<file path="src/rtl/uprm_pkg.sv">
// ----------------------------------------------------------------------------
// UART port register model package
// Transaction types, opcodes, addresses and bit positions.
// ----------------------------------------------------------------------------
package uprm_pkg;

  localparam int CNT_W = 12;

  localparam logic [1:0] OP_READ   = 2'd0;
  localparam logic [1:0] OP_WRITE  = 2'd1;
  localparam logic [1:0] OP_TICK   = 2'd2;
  localparam logic [1:0] OP_ARRIVE = 2'd3;

  localparam logic [7:0] ADDR_DATA = 8'hB1;
  localparam logic [7:0] ADDR_CTRL = 8'hB3;

  // control_bits holds register bits 7..4
  localparam int CTRL_ON   = 3;
  localparam int CTRL_FAST = 2;

  // write_value bits of the control register
  localparam int WR_CLR_OVR = 5;
  localparam int WR_ON      = 7;

  typedef struct packed {
    logic       cable_present;
    logic [7:0] arrived_byte;
    logic [7:0] write_value;
    logic [7:0] port_address;
    logic [1:0] opcode;
  } item_t;

  typedef struct packed {
    logic       recv_irq;
    logic       send_irq;
    logic [7:0] tx_byte;
    logic       tx_start;
    logic [7:0] read_value;
  } result_t;

endpackage

</file>
<file path="src/rtl/uprm_core.sv">
// ----------------------------------------------------------------------------
// UART port register core
// Port state and its next-state logic for one transaction.
// ----------------------------------------------------------------------------
module uprm_core #(
  parameter int CYCLES_PER_TICK  = 256,
  parameter int SLOW_BYTE_CYCLES = 3200,
  parameter int FAST_BYTE_CYCLES = 800
) (
  input  logic            clk,
  input  logic            rst,
  input  logic            fire,
  input  uprm_pkg::item_t item,
  output uprm_pkg::result_t res
);
  import uprm_pkg::*;

  logic [3:0]       control_bits, control_bits_next;
  logic [7:0]       send_buffer, send_buffer_next;
  logic [7:0]       recv_buffer, recv_buffer_next;
  logic             send_full, send_full_next;
  logic             recv_full, recv_full_next;
  logic             overrun_flag, overrun_flag_next;
  logic             shifting, shifting_next;
  logic [CNT_W-1:0] shift_cycles_left, shift_cycles_left_next;
  logic             port_on;
  logic [CNT_W-1:0] byte_time;

  assign port_on   = control_bits[CTRL_ON];
  assign byte_time = control_bits[CTRL_FAST] ? CNT_W'(FAST_BYTE_CYCLES)
                                             : CNT_W'(SLOW_BYTE_CYCLES);

  always_comb begin
    control_bits_next      = control_bits;
    send_buffer_next       = send_buffer;
    recv_buffer_next       = recv_buffer;
    send_full_next         = send_full;
    recv_full_next         = recv_full;
    overrun_flag_next      = overrun_flag;
    shifting_next          = shifting;
    shift_cycles_left_next = shift_cycles_left;
    res                    = '0;
    case (item.opcode)
      OP_READ: begin
        if (item.port_address == ADDR_DATA) begin
          recv_full_next = 1'b0;
          res.read_value = recv_buffer;
        end else if (item.port_address == ADDR_CTRL) begin
          res.read_value = {control_bits, 1'b0, port_on && !send_full,
                            overrun_flag, recv_full};
        end
      end
      OP_WRITE: begin
        if (item.port_address == ADDR_DATA) begin
          if (port_on && !send_full) begin
            send_buffer_next = item.write_value;
            send_full_next   = 1'b1;
          end
        end else if (item.port_address == ADDR_CTRL) begin
          if (item.write_value[WR_CLR_OVR]) overrun_flag_next = 1'b0;
          if (!item.write_value[WR_ON]) begin
            recv_full_next    = 1'b0;
            overrun_flag_next = 1'b0;
          end
          control_bits_next = item.write_value[7:4];
        end
      end
      OP_TICK: begin
        // count down even with the port off
        if (shifting) begin
          if ({1'b0, shift_cycles_left} > (CNT_W+1)'(CYCLES_PER_TICK))
            shift_cycles_left_next = shift_cycles_left - CNT_W'(CYCLES_PER_TICK);
          else
            shift_cycles_left_next = '0;
        end
        if (port_on) begin
          if (send_full && !shifting && !item.cable_present) begin
            send_full_next = 1'b0;
          end else begin
            if (send_full && !shifting) begin
              shifting_next          = 1'b1;
              shift_cycles_left_next = byte_time;
              res.tx_start           = 1'b1;
              res.tx_byte            = send_buffer;
            end
            if (shifting_next && shift_cycles_left_next == '0) begin
              shifting_next  = 1'b0;
              send_full_next = 1'b0;
            end
          end
        end
      end
      OP_ARRIVE: begin
        if (item.cable_present && port_on) begin
          if (recv_full) begin
            overrun_flag_next = 1'b1;
          end else begin
            recv_buffer_next = item.arrived_byte;
            recv_full_next   = 1'b1;
          end
        end
      end
      default: begin
      end
    endcase
    res.send_irq = control_bits_next[CTRL_ON] && !send_full_next;
    res.recv_irq = recv_full_next;
  end

  always_ff @(posedge clk) begin
    if (rst) begin
      control_bits      <= '0;
      send_buffer       <= '0;
      recv_buffer       <= '0;
      send_full         <= 1'b0;
      recv_full         <= 1'b0;
      overrun_flag      <= 1'b0;
      shifting          <= 1'b0;
      shift_cycles_left <= '0;
    end else if (fire) begin
      control_bits      <= control_bits_next;
      send_buffer       <= send_buffer_next;
      recv_buffer       <= recv_buffer_next;
      send_full         <= send_full_next;
      recv_full         <= recv_full_next;
      overrun_flag      <= overrun_flag_next;
      shifting          <= shifting_next;
      shift_cycles_left <= shift_cycles_left_next;
    end
  end

endmodule

</file>
<file path="config.mk">
export PLATFORM = sky130hd
export DESIGN_NAME = uprm_core
export DESIGN_NICKNAME = d
export VERILOG_FILES = /design/src/rtl/uprm_pkg.sv /design/src/rtl/uprm_core.sv
export SDC_FILE = /design/constraint.sdc
export NUM_CORES = 1
export LEC_CHECK = 0
export BUFFER_PORTS_ARGS = -buffer_cell sky130_fd_sc_hd__buf_2
export CORE_MARGIN = 2
export CORE_UTILIZATION = 40
export CTS_CLUSTER_SIZE = 28
export DETAILED_ROUTE_END_ITERATION = 16
export PLACE_DENSITY_LB_ADDON = 0.08
export SETUP_SLACK_MARGIN = 0.4
export SLEW_MARGIN = 20
export SYNTH_ARGS = -nofsm -noshare
export SYNTH_HDL_FRONTEND = slang
export SYNTH_SLANG_ARGS = --single-unit
</file>
<file path="constraint.sdc">
create_clock -name clk -period 2.3 [get_ports clk]
set_input_delay 0.46 -clock clk [delete_from_list [all_inputs] [get_ports clk]]
set_output_delay 0.46 -clock clk [all_outputs]
set_load 0.02 [all_outputs]
</file>
After elaboration in Yosys (flattened, before gate mapping)
Cells that the tools add are included.
{"block": "totals", "ff_bits": 36, "in_bits": 30, "output_inout_bits": 19, "word_cells": 86}
{"block": "classes", "n_mux": 43, "reduce_logical": 19, "add_sub_neg": 1, "n_bitwise": 3, "order_cmp": 1, "n_eq_ne": 10}
{"operator": "two-way mux 12 bit", "n": 9}
{"operator": "two-way mux 9 bit", "n": 4}
{"operator": "two-way mux 8 bit", "n": 3}
{"operator": "two-way mux 1 bit", "n": 21}
{"operator": "equality test 8 bit, second input constant", "n": 2}
{"operator": "AND reduction 4 bit", "n": 4}
{"operator": "> comparator 12 x 9 -> 1 bit, second input constant", "n": 1}
{"operator": "zero test 12 bit", "n": 1}
{"operator": "two-way mux 4 bit", "n": 3}
{"operator": "subtractor 12 x 9 -> 12 bit, second input constant", "n": 1}
{"operator": "inequality test 2 bit, second input constant", "n": 4}
{"operator": "AND reduction 7 bit", "n": 1}
{"operator": "logical AND 1 bit", "n": 6}
{"operator": "equality test 2 bit, second input constant", "n": 2}
{"operator": "zero test 1 bit", "n": 4}
{"operator": "one-hot mux 1 bit (2 select lines)", "n": 2}
{"operator": "inequality test 3 bit, second input constant", "n": 1}
{"operator": "inverter 1 bit", "n": 3}
{"operator": "one-hot mux 1 bit (3 select lines)", "n": 1}
{"operator": "equality test 2 x 1 -> 1 bit, second input constant", "n": 1}
{"operator": "zero test 2 bit", "n": 1}
{"operator": "AND reduction 2 bit", "n": 1}
{"operator": "nonzero test 2 bit", "n": 1}

Depth between registers and ports, before layout
{"block": "depth", "depth_word": 15, "mapped_depth": 7, "mapped_depth_nobuf": 6}

Least setup slack after synthesis
Ideal clock, no wire load.
{"block": "synth_path", "path_type": "input-to-output", "from": "input port item[4] (netlist bit)", "to": "output port res[18] (netlist bit)", "required_time_ns": 1.840, "path_slack_ns": 0.058, "t_arrival_ns": 1.782, "path_stages": 6, "path_buffers": 2, "path_cell_list": "nand4bb_1 buf_6 nor3_1 o221a_2 o21ai_0 buf_4"}
{"block": "synth_between", "elab_chain_len": 4, "elab_cells_between_ends": 6, "cone_classes": "eq/ne: 2; mux: 4"}
{"item": "from (decl)", "line_no": "uprm_core.sv:13", "rtl": "input uprm_pkg::item_t item,"}
{"item": "equality test 8 bit", "line_no": "uprm_core.sv:59", "rtl": "end else if (item.port_address == ADDR_CTRL) begin"}
{"item": "two-way mux 1 bit", "line_no": "uprm_core.sv:59"}
{"item": "two-way mux 1 bit", "line_no": "uprm_core.sv:54", "rtl": "if (item.port_address == ADDR_DATA) begin"}
{"item": "one-hot mux 1 bit (3 select lines) (*)", "line_no": "uprm_core.sv:43", "rtl": "case (item.opcode)"}
{"item": "to (decl)", "line_no": "uprm_core.sv:14", "rtl": "output uprm_pkg::result_t res"}
Every way passes the cells marked *; elsewhere a longest branch is shown, timed or not.

==> metrics.md <==
| Metric | Value |
|---|---|
| Filler cell count | 422 |
| Post-route ant nets | 0 |
| Crit path arrival time | 1.83 ns |
| Initial DRC count | 83 |
| Vias after detailed routing | 1967 |
| WL/cell | 14.8 µm |
| # clock sinks | 36 |
| Period utilization | 99.6% |
| Share of layout cells above drive strength 1 | 46.7% |
| Final max-slew violation count | 0 |
| Post-synth top area share | 36.3% |
| Hold_buf cts | 0 |
| FP Rows | 25 |
| Count leader, synth | dfxtp_1 |
| Routability cong. | 0.921 |
| Synth Register Bits | 36 |
| CTS Buf Count | 5 |
| CTS clk-pin slew, worst paths | 0.07 ns |
| Core area | 0.00475 mm² |
| Die ar. | 0.00555 mm² |
| Main area contributors after synthesis | dfxtp_1 (36%), mux2i_1 (11%), nor2_1 (6.4%) |
| Skew final | 0.00618 ns |
| CP required | 1.84 ns |
| DRC errors left | 0 |
| Avg Inst Size Synth | 8.75 µm² |
| Ys async rst share | 0% |
| Synth area leader | dfxtp_1 |
| Worst min-delay path startpoint | item[20] |
| Diodes inserted | 0 |
| Area delta synth->final | 50.9% |
| Total I/O pin count | 49 |
| Max Fanout on Critical Path | 3 |
| CP Capture Type | primary output |
| Total global routing overflow | 0 |
| Post-DR vias/cell | 5.33 |
| Crit start category | register |
| Die extent in y | 74.5 µm |
| 1st-pass router iterations | 4 |
| RSZ-0062 raised after global routing | yes |
| FF-to-FF Start | shift_cycles_left[7] |
| Largest net degree at the start of global routing | 41 |
| Seq. cell area | 737 µm² |
| Total track usage | 21.1% |
| Worst vdd ir | 0.311 mV |
| Post-synth top cells | dfxtp_1 (36), nor2_1 (34), mux2i_1 (22) |
| Number of flops mapped to enable cells by yosys | 0 |
| CTS max path bufs | 2 |
| Layout Nets | 338 |
| Placed cell areas | 0.00246 mm² |
| H-Tree Depth | 2 |
| Power per cell area | 414 mW/mm² |
| Final setup vio count | 0 |
| Syn nets | 263 |
| Synthesis Warnings | 0 |
| Fmax achieved | 436 MHz |
| Antenna violations before repair | 0 |
| Final Hold Viols | 0 |
| Clk_lat worst skew | 0.29 ns |
| Port Buffers | 48 |
| Total chip power | 0.00124 W |
| First-pass GRT wire length | 8920 µm |
| Least-Margin Pin Slew | 0.731 ns |
| Final HPWL DP | 3620 µm |
| Post-synth cell types | 49 |
| Final WL | 5450 µm |
| Post-route cell area | 0.00300 mm² |
| Tmin final | 2.29 ns |
| CTS Root Cell | clkbuf_8 |
| Setup crit start | shift_cycles_left[8] |
| Vias in the first global route | 1837 |
| Die width | 74.5 µm |
| Leak Pwr | 1.11 nW |
| Place WS | 0.0833 ns |
| Worst hold path class | input pin to register |
| Outcome | finished clean |
| Multi-input logic area | 0.00140 mm² |
| Setup slack after layout | 0.00823 ns |
| Critical path class | register to primary output |
| Initial Utilization | 41.8% |
| Worst Hold Slack | 0.407 ns |
| Max-slew headroom | 51.3% |
| Seq/Total Area, Yosys | 36.3% |
| # Max-Cap Violations | 0 |
| Mapped Area | 0.00199 mm² |
| Syn Inst Count | 227 |
| Dominant synthesized flop cell | dfxtp_1 |
| CTS tree | done |
==> stage by stage <==
step                      setup TNS [ns]  instances  util, %
after global placement                 0        347     51.8
after floorplan                        0        227        -
after detailed placement               0        347     51.8
after CTS                        -0.0104        365     59.1
final                                  0        369     63.1
after global routing             -0.0896        369     63.1
==> power by group <==
part           switching (W)  internal [W]  leakage [nW]
Combinational      0.0000675     0.0000574         0.770
Sequential        0.00000576      0.000622         0.294
Clock               0.000223      0.000267        0.0503
==> worst max-delay path, cell delays in order (launching register included) <==
cell and delay [ns]:
dfxtp_4 0.36, inv_4 0.04, ha_4 0.27, nor4bb_4 0.20, nor3_2 0.08, o211ai_1 0.26
o2111a_2 0.23, buf_6 0.11
==> cell families after synthesis <==
logic type	after synthesis	share of synthesized area, %
AO/OA/AOI/OAI	32	12.5
adder cells (fa/ha/maj)	6	3.78
buffers and inverters	22	4.72
flip-flops	36	36.3
multiplexers	23	11.6
AND/OR/NAND/NOR	108	31.1
==> layout by cell type, fill, tap and decap left out, drive strengths merged, types with 2 or more instances in the layout <==
cell	synthesis	final
ha	6	6
nor2	35	35
clkbuf	11	7
o21ai	5	5
nand2b	4	4
or4	2	2
nand2	8	8
nand3b	2	2
a32oi	2	2
a311oi	2	2
a31oi	2	2
nor2b	2	2
inv	9	9
a41oi	3	3
nor4	4	4
o2111ai	2	2
a21oi	2	2
nand3	8	8
nor3	9	9
nand4b	4	4
mux2i	22	22
and2	4	4
buf	2	81
nor3b	7	7
dfxtp	36	36
and3	9	9
nand4	4	4
a22oi	6	6
==> flip-flops by register name, summed over array words and instances (netlist names) <==
name               cells
shift_cycles_left     12
shifting               1
control_bits           4
send_buffer            8
recv_full              1
recv_buffer            8
send_full              1
overrun_flag           1
==> timing repair <==
action,in CTS,in global routing
buffers inserted,11,4
gates resized for setup,50,38
pin swaps,14,12
setup endpoints to repair,19,31
==> cell type report <==
class / instances / share of cell area (%)
sequential: 36 / 24.6
multi-input combinational: 169 / 46.7
clock buffer: 7 / 3.21
inverter: 9 / 1.21
timing repair buffer: 81 / 21.5
tap: 67 / 2.80
==> final timing paths <==
| path | depth (start not counted) | end | slack, ns |
|---|---|---|---|
| max | 7 | res[17] | 0.008 |
| min | 3 | recv_buffer[2] | 0.41 |
| max reg2reg | 7 | shift_cycles_left[7] | 0.57 |
| min reg2reg | 1 | shift_cycles_left[2] | 0.48 |
==> routing by layer <==
metal	wire length, µm	track usage, %	part of all wire [%]	vias up
met4	99	8.33	1.8	0
met2	2440	31.4	45	56
met1	2610	29.5	48	917
met3	298	4.88	5.5	9
li1	-	-	-	985
met5	0	0	0	-
Power figures use the tool's default switching activity.
